$ cat config.mk
export PLATFORM = sky130hd
export DESIGN_NAME = joystick_drive_command_framer
export DESIGN_NICKNAME = d
export VERILOG_FILES = /design/src/hdl/jdcf_pkg.sv /design/src/hdl/jdcf_motion.sv /design/src/hdl/jdcf_frame_tx.sv /design/src/hdl/joystick_drive_command_framer.sv
export SDC_FILE = /design/constraint.sdc
export NUM_CORES = 1
export LEC_CHECK = 0
export BUFFER_PORTS_ARGS = -buffer_cell sky130_fd_sc_hd__buf_4
export CAP_MARGIN = 20
export CORE_AREA = 8 8 193 232
export CTS_CLUSTER_DIAMETER = 60
export DETAILED_ROUTE_END_ITERATION = 16
export DIE_AREA = 0 0 201 240
export GPL_ROUTABILITY_DRIVEN = 0
export PLACE_DENSITY = 0.55
export SLEW_MARGIN = 10
export SYNTH_ARGS = -nofsm -noshare
export SYNTH_HDL_FRONTEND = slang
export SYNTH_SLANG_ARGS = --single-unit
$ cat constraint.sdc
create_clock -name i_clk -period 12.3 [get_ports i_clk]
set_clock_uncertainty 0.2 [all_clocks]
set_input_delay 3.075 -clock i_clk [delete_from_list [all_inputs] [get_ports i_clk]]
set_output_delay 3.075 -clock i_clk [all_outputs]
set_load 0.005 [all_outputs]
$ cat src/hdl/jdcf_pkg.sv
`timescale 1ns / 1ps
// ----------------------------------------------------------------------------
// jdcf_pkg
// Shared types and constants of the joystick drive command framer.
// ----------------------------------------------------------------------------
package jdcf_pkg;

    // item kinds on the input tuser
    localparam logic KIND_SAMPLE = 1'b0;
    localparam logic KIND_TICK   = 1'b1;

    // configuration register indexes
    localparam logic [1:0] CFG_SCALE_NORMAL = 2'd0;
    localparam logic [1:0] CFG_SCALE_TURBO  = 2'd1;
    localparam logic [1:0] CFG_DEADZONE     = 2'd2;

    // configuration reset values
    localparam logic [7:0]  RST_SCALE_NORMAL = 8'd30;
    localparam logic [7:0]  RST_SCALE_TURBO  = 8'd100;
    localparam logic [14:0] RST_DEADZONE     = 15'd1638;

    // frame constants
    localparam logic [7:0] FRAME_START = 8'h33;
    localparam logic [7:0] FRAME_RSVD  = 8'h00;

    // motion limits
    localparam logic [6:0] SPEED_CAP    = 7'd100;
    localparam logic [7:0] ANGLE_CENTER = 8'd90;
    localparam logic [8:0] ANGLE_MAX    = 9'd180;
    localparam logic [7:0] ANGLE_GAIN   = 8'd90;

    // direction codes
    localparam logic [1:0] DIR_FWD = 2'd2;
    localparam logic [1:0] DIR_REV = 2'd1;

    // drive command reset values
    localparam logic [1:0] RST_DRIVE_MODE  = 2'd3;
    localparam logic [1:0] RST_LIMIT_STATE = 2'd0;

    // stored command as it goes into a frame
    typedef struct packed {
        logic [1:0] drive_mode;
        logic [1:0] direction;
        logic [6:0] speed;
        logic [7:0] steer_angle;
        logic [1:0] limit_state;
    } t_cmd;

endpackage

$ cat src/hdl/jdcf_motion.sv
`timescale 1ns / 1ps
// ----------------------------------------------------------------------------
// jdcf_motion
// Speed and steering angle from the two stick axes of one sample.
// ----------------------------------------------------------------------------
module jdcf_motion (
    input  logic signed [15:0] i_lin,
    input  logic signed [15:0] i_ang,
    input  logic               i_enable,
    input  logic               i_turbo,
    input  logic        [7:0]  i_scale_normal,
    input  logic        [7:0]  i_scale_turbo,
    input  logic        [14:0] i_deadzone,
    output logic        [6:0]  o_speed,
    output logic        [7:0]  o_angle
);

    logic [7:0]  scale;
    logic [22:0] lin_prod;
    logic [7:0]  speed_raw;
    logic [16:0] ang_ext;
    logic [16:0] ang_mag;
    logic [16:0] ang_span;
    logic [23:0] ang_prod;
    logic [23:0] ang_round;
    logic [8:0]  angle_raw;

    assign scale = i_turbo ? i_scale_turbo : i_scale_normal;

    // only a positive axis above the deadzone drives, so its low 15 bits suffice
    assign lin_prod  = {8'd0, i_lin[14:0]} * {15'd0, scale};
    assign speed_raw = lin_prod[22:15];

    always_comb begin
        o_speed = 7'd0;
        if (i_enable && (i_lin > $signed({1'b0, i_deadzone}))) begin
            if (speed_raw > {1'b0, jdcf_pkg::SPEED_CAP}) begin
                o_speed = jdcf_pkg::SPEED_CAP;
            end else begin
                o_speed = speed_raw[6:0];
            end
        end
    end

    // full-scale negative axis has magnitude 32768, kept by the 17-bit width
    assign ang_ext   = {i_ang[15], i_ang};
    assign ang_mag   = i_ang[15] ? (17'd0 - ang_ext) : ang_ext;
    assign ang_span  = 17'h08000 - ang_ext;
    assign ang_prod  = {7'd0, ang_span} * {16'd0, jdcf_pkg::ANGLE_GAIN};
    assign ang_round = ang_prod + 24'd16384;
    assign angle_raw = ang_round[23:15];

    always_comb begin
        if (ang_mag < {2'b00, i_deadzone}) begin
            o_angle = jdcf_pkg::ANGLE_CENTER;
        end else if (angle_raw > jdcf_pkg::ANGLE_MAX) begin
            o_angle = jdcf_pkg::ANGLE_MAX[7:0];
        end else begin
            o_angle = angle_raw[7:0];
        end
    end

endmodule

$ cat src/hdl/jdcf_frame_tx.sv
`timescale 1ns / 1ps
// ----------------------------------------------------------------------------
// jdcf_frame_tx
// Holds a snapshot of the drive command and sends it as an eight-byte frame.
// ----------------------------------------------------------------------------
module jdcf_frame_tx (
    input  logic             i_clk,
    input  logic             i_rst_n,
    input  logic             i_load,
    output logic             o_load_ready,
    input  jdcf_pkg::t_cmd   i_cmd,
    output logic             o_valid,
    input  logic             i_ready,
    output logic [7:0]       o_data,
    output logic             o_last
);

    localparam logic [2:0] BYTE_START = 3'd0;
    localparam logic [2:0] BYTE_MODE  = 3'd1;
    localparam logic [2:0] BYTE_DIR   = 3'd2;
    localparam logic [2:0] BYTE_SPEED = 3'd3;
    localparam logic [2:0] BYTE_ANGLE = 3'd4;
    localparam logic [2:0] BYTE_LIMIT = 3'd5;
    localparam logic [2:0] BYTE_RSVD  = 3'd6;
    localparam logic [2:0] BYTE_SUM   = 3'd7;

    logic            r_valid;
    logic [2:0]      r_idx;
    jdcf_pkg::t_cmd  r_snap;
    logic [7:0]      r_sum;
    logic [7:0]      n_sum;
    logic            fire;

    assign o_valid      = r_valid;
    assign o_last       = (r_idx == BYTE_SUM);
    assign fire         = r_valid && i_ready;
    assign o_load_ready = !r_valid || (i_ready && o_last);

    assign n_sum = jdcf_pkg::FRAME_START
                 + {6'd0, i_cmd.drive_mode}
                 + {6'd0, i_cmd.direction}
                 + {1'b0, i_cmd.speed}
                 + i_cmd.steer_angle
                 + {6'd0, i_cmd.limit_state}
                 + jdcf_pkg::FRAME_RSVD;

    always_ff @(posedge i_clk) begin
        if (!i_rst_n) begin
            r_valid <= 1'b0;
            r_idx   <= BYTE_START;
        end else if (i_load) begin
            r_valid <= 1'b1;
            r_idx   <= BYTE_START;
        end else if (fire) begin
            // drop valid after the checksum beat, else advance
            if (o_last) begin
                r_valid <= 1'b0;
            end else begin
                r_idx <= r_idx + 3'd1;
            end
        end
    end

    always_ff @(posedge i_clk) begin
        if (i_load) begin
            r_snap <= i_cmd;
            r_sum  <= n_sum;
        end
    end

    always_comb begin
        unique case (r_idx)
            BYTE_START: o_data = jdcf_pkg::FRAME_START;
            BYTE_MODE:  o_data = {6'd0, r_snap.drive_mode};
            BYTE_DIR:   o_data = {6'd0, r_snap.direction};
            BYTE_SPEED: o_data = {1'b0, r_snap.speed};
            BYTE_ANGLE: o_data = r_snap.steer_angle;
            BYTE_LIMIT: o_data = {6'd0, r_snap.limit_state};
            BYTE_RSVD:  o_data = jdcf_pkg::FRAME_RSVD;
            BYTE_SUM:   o_data = r_sum;
            default:    o_data = jdcf_pkg::FRAME_RSVD;
        endcase
    end

    a_load_starts_frame: assert property (@(posedge i_clk) disable iff (!i_rst_n)
        i_load |=> r_valid && (r_idx == BYTE_START))
        else $error("frame load did not start at the first byte");

    a_beat_advances: assert property (@(posedge i_clk) disable iff (!i_rst_n)
        fire && !o_last && !i_load |=> r_valid && (r_idx == $past(r_idx) + 3'd1))
        else $error("frame byte index did not advance after a beat");

    a_frame_ends: assert property (@(posedge i_clk) disable iff (!i_rst_n)
        fire && o_last && !i_load |=> !r_valid)
        else $error("frame still valid after checksum beat");

    a_load_only_when_free: assert property (@(posedge i_clk) disable iff (!i_rst_n)
        i_load |-> o_load_ready)
        else $error("frame loaded while previous frame still pending");

endmodule

$ cat src/hdl/joystick_drive_command_framer.sv
`timescale 1ns / 1ps
// ----------------------------------------------------------------------------
// joystick_drive_command_framer
// Tracks a drive command from joystick samples and frames it on send ticks.
//
//  channel  | dir | handshake                  | payload
//  ---------+-----+----------------------------+-------------------------------
//  s_axis   | in  | s_axis_tvalid/tready       | tdata item fields, tuser kind
//  m_axis   | out | m_axis_tvalid/tready       | tdata frame byte, tlast
//  cfg      | in  | i_cfg_valid / o_cfg_ready  | i_cfg_index, i_cfg_data
//
// A sample updates the command in the cycle after it is accepted, at the edge
// where it leaves the input register, and the next item follows at once.
// A tick loads the frame sender and yields eight bytes, one per cycle while
// m_axis_tready is high; a further tick waits in the input register until
// the last byte is taken. Output stalls hold a waiting tick and every item
// behind it; samples ahead of it keep flowing during a frame.
// Reset is synchronous and active low; config is always ready.
// ----------------------------------------------------------------------------
module joystick_drive_command_framer (
    input  logic        i_clk,
    input  logic        i_rst_n,
    input  logic        s_axis_tvalid,
    output logic        s_axis_tready,
    // [15:0] linear_axis, [31:16] angular_axis, [32] enable_press,
    // [33] turbo_press, [34] direction_press, [35] limit_press,
    // [36] drive_mode_press, [39:37] zero
    input  logic [39:0] s_axis_tdata,
    // [0] mode
    input  logic [0:0]  s_axis_tuser,
    output logic        m_axis_tvalid,
    input  logic        m_axis_tready,
    // [7:0] frame_byte
    output logic [7:0]  m_axis_tdata,
    output logic        m_axis_tlast,
    input  logic        i_cfg_valid,
    output logic        o_cfg_ready,
    input  logic [1:0]  i_cfg_index,
    input  logic [14:0] i_cfg_data
);

    // configuration
    logic [7:0]  r_scale_normal;
    logic [7:0]  r_scale_turbo;
    logic [14:0] r_deadzone;

    // input register
    logic               r_in_valid;
    logic               r_in_mode;
    logic signed [15:0] r_in_lin;
    logic signed [15:0] r_in_ang;
    logic               r_in_enable;
    logic               r_in_turbo;
    logic [2:0]         r_in_btns;

    // drive command state
    logic [1:0] r_drive_mode;
    logic [1:0] r_direction;
    logic [6:0] r_speed;
    logic [7:0] r_steer_angle;
    logic [1:0] r_limit_state;
    logic [2:0] r_prev_btns;
    logic       r_primed;

    logic           in_fire;
    logic           advance;
    logic           sample_go;
    logic           tick_go;
    logic           tx_ready;
    logic [2:0]     rise;
    logic [6:0]     n_speed;
    logic [7:0]     n_steer_angle;
    jdcf_pkg::t_cmd cmd;

    assign o_cfg_ready = 1'b1;

    always_ff @(posedge i_clk) begin
        if (!i_rst_n) begin
            r_scale_normal <= jdcf_pkg::RST_SCALE_NORMAL;
            r_scale_turbo  <= jdcf_pkg::RST_SCALE_TURBO;
            r_deadzone     <= jdcf_pkg::RST_DEADZONE;
        end else if (i_cfg_valid) begin
            unique case (i_cfg_index)
                jdcf_pkg::CFG_SCALE_NORMAL: r_scale_normal <= i_cfg_data[7:0];
                jdcf_pkg::CFG_SCALE_TURBO:  r_scale_turbo  <= i_cfg_data[7:0];
                jdcf_pkg::CFG_DEADZONE:     r_deadzone     <= i_cfg_data;
                default: ;
            endcase
        end
    end

    // a tick leaves the input register only when the frame sender can load
    assign advance       = r_in_valid && ((r_in_mode == jdcf_pkg::KIND_SAMPLE) || tx_ready);
    assign sample_go     = advance && (r_in_mode == jdcf_pkg::KIND_SAMPLE);
    assign tick_go       = advance && (r_in_mode == jdcf_pkg::KIND_TICK);
    assign s_axis_tready = !r_in_valid || advance;
    assign in_fire       = s_axis_tvalid && s_axis_tready;

    always_ff @(posedge i_clk) begin
        if (!i_rst_n) begin
            r_in_valid <= 1'b0;
        end else if (in_fire) begin
            r_in_valid <= 1'b1;
        end else if (advance) begin
            r_in_valid <= 1'b0;
        end
    end

    always_ff @(posedge i_clk) begin
        if (in_fire) begin
            r_in_mode   <= s_axis_tuser[0];
            r_in_lin    <= s_axis_tdata[15:0];
            r_in_ang    <= s_axis_tdata[31:16];
            r_in_enable <= s_axis_tdata[32];
            r_in_turbo  <= s_axis_tdata[33];
            r_in_btns   <= s_axis_tdata[36:34];
        end
    end

    jdcf_motion u_motion (
        .i_lin          (r_in_lin),
        .i_ang          (r_in_ang),
        .i_enable       (r_in_enable),
        .i_turbo        (r_in_turbo),
        .i_scale_normal (r_scale_normal),
        .i_scale_turbo  (r_scale_turbo),
        .i_deadzone     (r_deadzone),
        .o_speed        (n_speed),
        .o_angle        (n_steer_angle)
    );

    // first sample only primes the stored levels
    assign rise = r_primed ? (r_in_btns & ~r_prev_btns) : 3'b000;

    always_ff @(posedge i_clk) begin
        if (!i_rst_n) begin
            r_drive_mode  <= jdcf_pkg::RST_DRIVE_MODE;
            r_direction   <= jdcf_pkg::DIR_FWD;
            r_speed       <= 7'd0;
            r_steer_angle <= jdcf_pkg::ANGLE_CENTER;
            r_limit_state <= jdcf_pkg::RST_LIMIT_STATE;
            r_prev_btns   <= 3'b000;
            r_primed      <= 1'b0;
        end else if (sample_go) begin
            r_speed       <= n_speed;
            r_steer_angle <= n_steer_angle;
            r_prev_btns   <= r_in_btns;
            r_primed      <= 1'b1;
            if (rise[0]) begin
                r_direction <= (r_direction == jdcf_pkg::DIR_FWD) ?
                               jdcf_pkg::DIR_REV : jdcf_pkg::DIR_FWD;
            end
            if (rise[1]) begin
                r_limit_state <= r_limit_state + 2'd1;
            end
            if (rise[2]) begin
                r_drive_mode <= r_drive_mode + 2'd1;
            end
        end
    end

    assign cmd.drive_mode  = r_drive_mode;
    assign cmd.direction   = r_direction;
    assign cmd.speed       = r_speed;
    assign cmd.steer_angle = r_steer_angle;
    assign cmd.limit_state = r_limit_state;

    jdcf_frame_tx u_frame_tx (
        .i_clk        (i_clk),
        .i_rst_n      (i_rst_n),
        .i_load       (tick_go),
        .o_load_ready (tx_ready),
        .i_cmd        (cmd),
        .o_valid      (m_axis_tvalid),
        .i_ready      (m_axis_tready),
        .o_data       (m_axis_tdata),
        .o_last       (m_axis_tlast)
    );

    a_direction_code: assert property (@(posedge i_clk) disable iff (!i_rst_n)
        (r_direction == jdcf_pkg::DIR_FWD) || (r_direction == jdcf_pkg::DIR_REV))
        else $error("direction left its two codes");

    a_tick_waits: assert property (@(posedge i_clk) disable iff (!i_rst_n)
        r_in_valid && (r_in_mode == jdcf_pkg::KIND_TICK) && !tx_ready
        |=> r_in_valid && (r_in_mode == jdcf_pkg::KIND_TICK))
        else $error("blocked tick lost from the input register");

    a_sample_primes: assert property (@(posedge i_clk) disable iff (!i_rst_n)
        sample_go |=> r_primed && (r_prev_btns == $past(r_in_btns)))
        else $error("sample did not store button levels");

endmodule

; ---- After elaboration in Yosys (flattened, before gate mapping)
; Index checks and enable logic that the tools add are counted.
[totals]
register_bits = 128
in_bits = 63
output_inout_bits = 12
wordCells = 97
[classes]
add_sub_neg = 11
mul = 2
n_lt_le_gt_ge = 4
n_eq_ne = 10
mux = 14
bitwise = 5
reduce_logical = 26
[op_table]
columns = op, count
row1 = one-hot mux 8 bit (8 select lines), 1
row2 = "adder 24 x 15 -> 24 bit, second input constant", 1
row3 = 2-to-1 mux 8 bit, 3
row4 = multiplier 15 x 8 -> 23 bit, 1
row5 = "multiplier 17 x 6 -> 23 bit, second input constant", 1
row6 = < comparator 17 x 15 -> 1 bit, 1
row7 = 2-to-1 mux 17 bit, 1
row8 = "subtractor 1 x 16 -> 17 bit, first input constant", 1
row9 = "subtractor 16 x 17 -> 17 bit, first input constant", 1
row10 = adder 8 x 2 -> 8 bit, 2
row11 = greater-than comparator 16 bit, 1
row12 = AND reduction 2 bit, 8
row13 = 2-to-1 mux 7 bit, 2
row14 = "== test 3 bit, second input constant", 4
row15 = "greater-than comparator 9 x 8 -> 1 bit, second input constant", 1
row16 = adder 8 x 7 -> 8 bit, 1
row17 = adder 8 bit, 1
row18 = "greater-than comparator 8 x 7 -> 1 bit, second input constant", 1
row19 = "adder 6 x 2 -> 7 bit, first input constant", 1
row20 = logical AND 1 bit, 7
row21 = "== test 3 x 2 -> 1 bit, second input constant", 2
row22 = nonzero test 2 bit, 3
row23 = 2-to-1 mux 1 bit, 5
row24 = "adder 2 x 1 -> 2 bit, second input constant", 2
row25 = other kinds (14), 20

; ---- Longest topological paths before layout
; Gate-level depths: netlist (run 1).
[depth]
ltp_word = 8
mapped_depth = 27
ltp_nobuf = 26

; ---- By module
; Synthesis (run 1) repeated with hierarchy kept, for this count alone.
[unflattened]
cells_unflattened = 1259
hier_area_um2 = 12253.0
[modules_own_cells]
columns = module, n_inst, cells_per_inst, area_per_inst_um2, seq_area_each_um2
row1 = jdcf_motion, 1, 822, 6946.7, 0.0
row2 = joystick_drive_command_framer, 1, 277, 3354.5, 2282.2
row3 = jdcf_frame_tx, 1, 160, 1951.9, 950.9

; ---- Least setup slack after synthesis (run 1)
; No wires, ideal clock.
[synth_path]
path_kind = reg-to-reg
start = reg r_in_ang[2]
end = reg r_steer_angle[3]
setup_time_ns = 0.120
arrival_time_ns = 7.116
t_required_ns = 11.980
setup_slack_ns = 4.865
path_stages_with_launch = 26
path_buffers = 1
period_less_slack_ns = 7.435
cell_sequence = edfxtp_1 -> or3_1 -> or3_4 -> or3_4 -> or3_1 -> or3_1 -> or3_1 -> xor2_1 -> ha_1 -> inv_1 -> fa_1 -> inv_1 -> fa_1 -> ha_1 -> clkbuf_1 -> and4_1 -> a2111oi_0 -> and2_1 -> ha_1 -> o2111ai_1 -> o21bai_1 -> nor4_1 -> xnor2_1 -> o211ai_1 -> and3_4 -> a211o_1
[synth_via]
elab_chain_len = 6
word_cells_on_any_way = 9
cone_classes = add/sub: 3 / mul: 1 / order compare: 2 / mux: 3
[synth_rtl]
columns = element, line_no
row1 = from (decl), joystick_drive_command_framer.sv:51  ; logic signed [15:0] r_in_ang;
row2 = from (signal assigned), joystick_drive_command_framer.sv:113  ; r_in_ang <= s_axis_tdata[31:16];
row3 = subtractor 16 x 17 -> 17 bit, jdcf_motion.sv:48  ; assign ang_span = 17'h08000 - ang_ext;
row4 = multiplier 17 x 6 -> 23 bit, jdcf_motion.sv:49  ; assign ang_prod = {7'd0, ang_span} * {16'd0, jdcf_pkg::ANGLE_GAIN};
row5 = adder 24 x 15 -> 24 bit, jdcf_motion.sv:50  ; assign ang_round = ang_prod + 24'd16384;
row6 = greater-than comparator 9 x 8 -> 1 bit, jdcf_motion.sv:56  ; end else if (angle_raw > jdcf_pkg::ANGLE_MAX) begin
row7 = 2-to-1 mux 8 bit, jdcf_motion.sv:56
row8 = 2-to-1 mux 8 bit (*), jdcf_motion.sv:54  ; if (ang_mag < {2'b00, i_deadzone}) begin
row9 = to (signal assigned), joystick_drive_command_framer.sv:140  ; r_steer_angle <= jdcf_pkg::ANGLE_CENTER;
row10 = to (signal assigned), joystick_drive_command_framer.sv:146  ; r_steer_angle <= n_steer_angle;
row11 = to (decl), joystick_drive_command_framer.sv:60  ; logic [7:0] r_steer_angle;
; Mark *: on every way between the ends. The rest lies on a longest branch, timed or not.
; A chain may end at the register's enable or synchronous reset.

; ---- Worst setup path after layout (run 1)
; Same ends and word-level chain as after synthesis.

==> results of run 1 <==
metal layers:
| metal | vias up | GRT usage | share of wire |
|---|---|---|---|
| li1 | 4317 | - | - |
| met1 | 4299 | 0.144 | 0.43 |
| met2 | 134 | 0.228 | 0.52 |
| met3 | 44 | 0.0171 | 0.024 |
| met4 | 0 | 0.0520 | 0.024 |
| met5 | - | 0 | 0 |
Yosys cell counts, drive strengths merged, types with 4 or more instances:
cell type	n	area share
nor2b	42	0.022
nor4	5	0.0038
and4	7	0.0053
and3	6	0.0035
nor3b	7	0.0043
a222oi	6	0.0049
o211ai	17	0.011
nand4	5	0.0026
o21bai	4	0.0025
and2	41	0.021
or3	12	0.0074
fa	107	0.18
o21ai	18	0.0080
a311oi	5	0.0046
buf	7	0.0041
nand2	144	0.045
a21oi	32	0.013
a22o	6	0.0043
nand2b	14	0.0072
ha	138	0.14
nor2	42	0.013
xnor2	37	0.027
nand3b	4	0.0025
mux2i	14	0.012
a31oi	5	0.0026
a211oi	6	0.0045
edfxtp	67	0.17
mux2	6	0.0056
clkbuf	28	0.0087
inv	193	0.060
a21boi	21	0.013
a21o	22	0.014
dfxtp	61	0.10
o21a	9	0.0056
xor2	33	0.024
a211o	7	0.0051
nor3	11	0.0045
nand3	12	0.0049
critical path: cells and delay by family (launching register included):
kind	cells	cell delay, ns
AOI/OAI and AO/OA	6	1.66
xor gates and xnor gates	2	0.40
adders and majority gates	5	1.99
buffers and inverters	2	0.13
DFF	1	0.49
and+or+nand+nor	10	3.21
how the worst min path moves through the flow:
stage              startpoint                    end  slack (ns)  cells after the start
2_1_floorplan      r_speed[2]  u_frame_tx.r_snap[12]        0.21                      0
3_3_place_gp   r_direction[0]  u_frame_tx.r_snap[17]        0.21                      0
3_5_place_dp   r_direction[0]  u_frame_tx.r_snap[17]        0.22                      0
4_1_cts            r_speed[4]  u_frame_tx.r_snap[14]        0.24                      0
5_1_grt            r_speed[4]  u_frame_tx.r_snap[14]        0.24                      0
6_report           r_speed[2]  u_frame_tx.r_snap[12]        0.24                      0
cell type report:
| class | instances | share of cell area |
|---|---|---|
| clock inverters | 11 | 0.00705 |
| flip-flops and latches | 128 | 0.233 |
| clock buffers | 21 | 0.0363 |
| repair buffers | 74 | 0.0401 |
| multi-input cells | 892 | 0.582 |
| inverters | 193 | 0.0523 |
| well taps | 546 | 0.0493 |
state kept, by name, summed over array words and instances, names as in the netlist, 3 cells and up:
name               flops
r_scale_normal         8
u_frame_tx.r_sum       8
r_scale_turbo          8
u_frame_tx.r_snap     21
r_deadzone            15
r_in_ang              16
u_frame_tx.r_idx       3
r_speed                7
r_in_btns              3
r_in_lin              16
r_steer_angle          8
r_prev_btns            3
through the flow:
stage          hold WS (ns)  instances
6_report              0.239       1865
5_1_grt               0.243       1865
4_1_cts               0.238       1865
3_5_place_dp          0.219       1833
3_3_place_gp          0.214       1833
2_1_floorplan         0.208       1248
cells by family after synthesis:
group	Yosys count
XOR/XNOR	70
multiplexers	20
flip-flops	128
other	1
adder cells (fa/ha/maj)	246
AO/OA/AOI/OAI	192
AND/OR/NAND/NOR	363
buffers and inverters	228
placed cells by master (no fill, tap or decap), types with 7 or more instances in the layout:
master / n
xnor2_1: 37
mux2i_1: 11
a21boi_0: 21
a21o_1: 22
fa_1: 107
nand2b_1: 14
nand2_1: 142
a21oi_1: 32
nand3_1: 12
clkbuf_16: 19
xor2_1: 33
dfxtp_1: 61
nor2_1: 41
and2_1: 41
or3_1: 9
nor3b_1: 7
buf_4: 74
a211o_1: 7
o21a_1: 9
nor3_1: 11
o21ai_0: 14
ha_1: 138
o211ai_1: 17
inv_1: 193
nor2b_1: 41
edfxtp_1: 67
power by group through the flow:
| stage | Clock, mW | Sequential (mW) | Combinational (mW) |
|---|---|---|---|
| 6_report | 0.517 | 0.499 | 1.12 |
| 5_1_grt | 0.546 | 0.502 | 1.28 |
| 4_1_cts | 0.534 | 0.499 | 1.13 |
| 3_5_place_dp | 0 | 0.508 | 1.12 |
| 3_3_place_gp | 0 | 0.508 | 1.10 |
| 2_1_floorplan | 0 | 0.497 | 0.877 |
==> metrics.txt, run 1 <==
run status=complete, no violations; synthesis-to-layout area growth=14.1%; I/O pins=75; largest net degree at the start of global routing=53; area of the core=41100 µm²; Initial Utilization=0.295; design area=about 14000 µm²; Final Setup Violations=0; dpl ws=around 4.2 ns; first-pass GRT wire length=a little under 50 mm; CP arrival=8.31 ns; R2R cell count=25; register area share after synthesis=0.266; H-Tree Depth=4; Die W=201 µm; end of the critical path=r_steer_angle[3]; total power=~2.1 mW; Reg clk slew, reported paths=0.06 ns; share of cells above drive strength 1=0.104; Synthesized Nets=about 1.6k; slowest cell on the critical path=fa_1; Synth Area in Adders=0.320; Sequential Power Share=0.234; clock root cell=clkbuf_16; DR WL/cell=between 15 and 20 µm; R2R setup slack=4.13 ns; Switch Pwr=876 µW; fin nets=1614; clk buf depth=2; Comb pwr share=0.524; crit path from=r_in_ang[2]; critical path type=reg -> reg; RSZ-0062 raised after global routing=false; sequential cell area=3230 µm²; postcts setup bufs=0; fin crit share=0.664; post-synthesis mux area share=0.0171; max-slew headroom at the worst pin=0.265; Initial DRC Count=roughly 380; maximum vdd drop=slightly above 0.09 mV; GRT overflow=0; Hold/Removal Path Class=reg -> reg; vias in the first global route=9487; area of the multi-input gates=8060 µm²; cell row count=82; Buffers on Ports=70; Sink Count=around 130; Netlist Area Pre-Place=12100 µm²; CTS Buf Count=17; drt total wl=about 29 mm; Final min period=~8.2 ns; Fmax=122 MHz; YS warnings=0; Max Cap Violations=0; Compound-Gate Fraction of Synth Area=0.119; post-layout util=0.337; CP startpoint kind=register; Final Hold Viols=0; via count=8794; first-pass iteration count of the detailed router=5; R2R Path Start=r_in_ang[2]; Clock power frac=0.242; post-DP HPWL=22.8 mm; hold buffer count at cts=0; asr flop ratio synth=0; Worst-Skew Late Latency=0.45 ns; Antenna Nets Post-Route=0; drc violations=0; Synth Instances=1248; diodes inserted=0; top_reg_cell synth=edfxtp_1; Worst setup EP type=register; Synth Register Bits=128; final worst setup slack=4.13 ns; count of cell types in the netlist=77; Die ar.=between 40000 and 50000 µm²; average instance area after synthesis=between 9 and 10 µm²; WP data required=12.44 ns; static leakage power=6.18 nW; Final TNS setup=0 ns; reg2reg end=r_steer_angle[3]; CP most frequent cell=or3_1; Internal=1.26 mW; initial antenna violation count=0; gr usage total=0.124; Net Sw Frac=0.410; max-slew violation count=0; XOR/XNOR Fraction of Synth Area=0.0505; largest family of logic cells by synthesized area=adder cells; CP peak stage delay=~0.53 ns; Die Y=240 µm; simple-gate share of the synthesized area=0.155; Resized cells post-CTS=0; CP Max Fanout=13; number of fill cells=4188; Post-synth EDFFs=67; Placed Area=between 10000 and 15000 µm²; Pwr per Cell Area=154 nW/µm²; TritonCTS clock tree=yes; Worst-Margin Slew=about 1.1 ns; DR vias/cell=4.72
Power figures use the tool's default switching activity.
==> inputs of run 2 (changes only) <==
ABC_AREA = 1   (was not set)
CORE_AREA = 8 8 195 234   (was 8 8 193 232)
DIE_AREA = 0 0 203 242   (was 0 0 201 240)
PLACE_DENSITY = 0.56   (was 0.55)
clock period = 7.3 ns   (was 12.3 ns; I/O delays follow)
==> run 2 against run 1 <==
Clock power grew 69%. Global-route usage increased by 0.42 points. Cell count grew 17%. Critical path depth shrank 2. Highest routed layer is now met5. Combinational power is 110% higher. Core utilization down 0.11 points. Non-clock buffer count is 2 higher. Sequential cell count is the same. Hold slack better by 0.0040 ns. Largest power group unchanged. Power grew 92%. Register-to-register slack worse by 3.3 ns.
==> metrics.txt, run 2 <==
run status=complete, no violations; area of the multi-input gates=a little under 8000 µm²; CP Depth=23; post-synth top area cell=fa_1; CP most frequent cell=nand2_1; sequential cell area=3230 µm²; Buffers on Ports=70; asr flop ratio synth=0; post-DP HPWL=25.3 mm; Initial Utilization=0.293; CP startpoint kind=register; Cell Count, Final, Fillers Out=2189; crit path from=r_in_turbo; largest registers=u_frame_tx.r_snap (21), r_in_ang (16), r_in_lin (16); count of cell types in the netlist=49; Synth Instances=between 1.5k and 2k; share of cells above drive strength 1=0.0977; diodes inserted=0; CTS Buf Count=17; Resized cells post-CTS=0; reg2reg end=r_speed[3]; dpl ws=~0.89 ns; XOR/XNOR Fraction of Synth Area=0.0199; largest net degree at the start of global routing=39; Final Setup Violations=0; Post-synth EDFFs=67; design area=14100 µm²; YS warnings=0; critical path type=reg -> reg; top cells by area, synth=fa_1 17%, edfxtp_1 16%, ha_1 14%; R2R Path Start=r_in_turbo; CP Buf/Inv Count=3; static leakage power=roughly 6.9 nW; Pwr per Cell Area=about 290 nW/µm²; Synthesized Nets=1857; synthesis-to-layout area growth=14.4%; Max Cap Violations=0; fin nets=1932; vias in the first global route=approximately 10k; GR peak layer=met2; most frequent cells in the layout=337 x nand2_1, 305 x inv_1, 139 x nor2_1, 138 x ha_1, 107 x fa_1; total power=4.11 mW; post-layout util=0.336; postcts setup bufs=0; Sink Count=around 130; CP Max Fanout=10; met1 GRT Util=0.146; max reg flops=21; Final min period=6.42 ns; Synth Area in Adders=0.314; I/O pins=75; max-slew headroom at the worst pin=0.366; Worst setup EP type=register; drt total wl=30.7 mm; simple-gate share of the synthesized area=0.218; slowest cell on the critical path=edfxtp_1; max-slew violation count=0; largest family of logic cells by synthesized area=adder cells; GRT overflow=0; Worst-Margin Slew=0.943 ns; DR vias/cell=4.55; register area share after synthesis=0.262; first-pass iteration count of the detailed router=7; Die Y=242 µm; Initial DRC Count=between 400 and 500; average instance area after synthesis=7.96 µm²; top_reg_cell synth=edfxtp_1; Compound-Gate Fraction of Synth Area=0.0817; R2R setup slack=0.88 ns; initial antenna violation count=1; Post-Place Cells=2157; clk buf depth=2; most common cell after layout, fill and taps aside=nand2_1; Largest Register=u_frame_tx.r_snap; RSZ-0062 raised after global routing=false; via count=9961; M2 GR Usage=0.238; TritonCTS clock tree=yes; crit-path cells=inv_2 -> or2_2 -> nand2_1 -> inv_1 -> nand2_1 -> fa_1 -> fa_1 -> inv_1 -> fa_1 -> fa_1 -> ha_1 -> nand2_1 -> o21ai_0 -> o21bai_1 -> nand3_1 -> nand2_1 -> nand2_1 -> nand2_1 -> a21oi_1 -> xor2_1 -> and2_2 -> nand2_1 -> a21oi_1; Final Hold Viols=0; cell row count=83; H-Tree Depth=4; family with the most delay on the worst path=adder cells; Worst-Skew Late Latency=0.44 ns; number of fill cells=about 4.4k; Die ar.=roughly 49000 µm²; WP data required=roughly 7.4 ns; Placed Area=13500 µm²; Fmax=156 MHz; hold buffer count at cts=0; DR WL/cell=14.0 µm; Yosys top cell area share=0.174; Reg clk slew, reported paths=0.06 ns; CP peak stage delay=0.57 ns; CP arrival=6.56 ns; Synth Register Bits=128; Die W=roughly 200 µm; Post-synth top cells=337 x nand2_1, 305 x inv_1, 140 x nor2_1; Worst Hold Path Cells=0; post-synthesis mux area share=0.000913; R2R cell count=23; Hold/Removal Path Class=reg -> reg; first-pass GRT wire length=51.1 mm; met3 GRT Util=0.0181; count leader, synth=nand2_1; Final TNS setup=0 ns; area of the core=about 42000 µm²; fin crit share=0.880; clock root cell=clkbuf_16; final worst setup slack=slightly below 0.9 ns; drc violations=0; end of the critical path=r_speed[3]; maximum vdd drop=roughly 0.16 mV; final hold slack=0.243 ns; Netlist Area Pre-Place=12300 µm²; gr usage total=0.129; Antenna Nets Post-Route=0
run 2: kinds of logic (layout without fill, tap and decap cells):
logic type	count (synthesis)	in the layout
AOI/OAI and AO/OA	181	181
xor gates and xnor gates	28	28
adders and majority gates	245	245
buffers and inverters	337	425
DFF	128	128
muxes	1	1
other	1	1
and+or+nand+nor	628	628
run 2: routing by layer:
layer / share of wire / wire (µm) / vias up
li1: - / - / 5039
met1: 0.43 / 13100 / 4718
met2: 0.52 / 15900 / 157
met3: 0.029 / 881 / 45
met4: 0.027 / 823 / 2
met5: 0.00042 / 13 / -
run 2: area by class of cell:
| class | count | area share |
|---|---|---|
| inverters | 317 | 0.0843 |
| flip-flops and latches | 128 | 0.229 |
| clock buffers | 17 | 0.0301 |
| clock inverters | 15 | 0.0119 |
| multi-input cells | 1084 | 0.555 |
| repair buffers | 76 | 0.0404 |
| well taps | 552 | 0.0489 |
run 2: worst min-delay path by stage:
stage,startpoint,endpoint,slack (ns)
after floorplan,r_direction[0],u_frame_tx.r_snap[17],0.21
after global placement,r_direction[0],u_frame_tx.r_snap[17],0.22
after detailed placement,r_direction[0],u_frame_tx.r_snap[17],0.23
after CTS,r_direction[0],u_frame_tx.r_snap[17],0.25
after global routing,r_direction[0],u_frame_tx.r_snap[17],0.26
final,r_direction[0],u_frame_tx.r_snap[17],0.24
run 2: power breakdown:
part / switching, mW / leakage [nW] / internal [mW]
Sequential: 0.0303 / 1.13 / 0.801
Clock: 0.340 / 0.278 / 0.533
Combinational: 1.50 / 5.50 / 0.899
run 2: worst register-to-register path, stage by stage, from the launching register on:
cell and delay, ns:
edfxtp_1 0.57, inv_2 0.14, or2_2 0.29, nand2_1 0.35, inv_1 0.28, nand2_1 0.15
fa_1 0.45, fa_1 0.55, inv_1 0.06, fa_1 0.50, fa_1 0.49, ha_1 0.36
nand2_1 0.09, o21ai_0 0.43, o21bai_1 0.27, nand3_1 0.16, nand2_1 0.11, nand2_1 0.06
nand2_1 0.09, a21oi_1 0.08, xor2_1 0.23, and2_2 0.22, nand2_1 0.08, a21oi_1 0.13
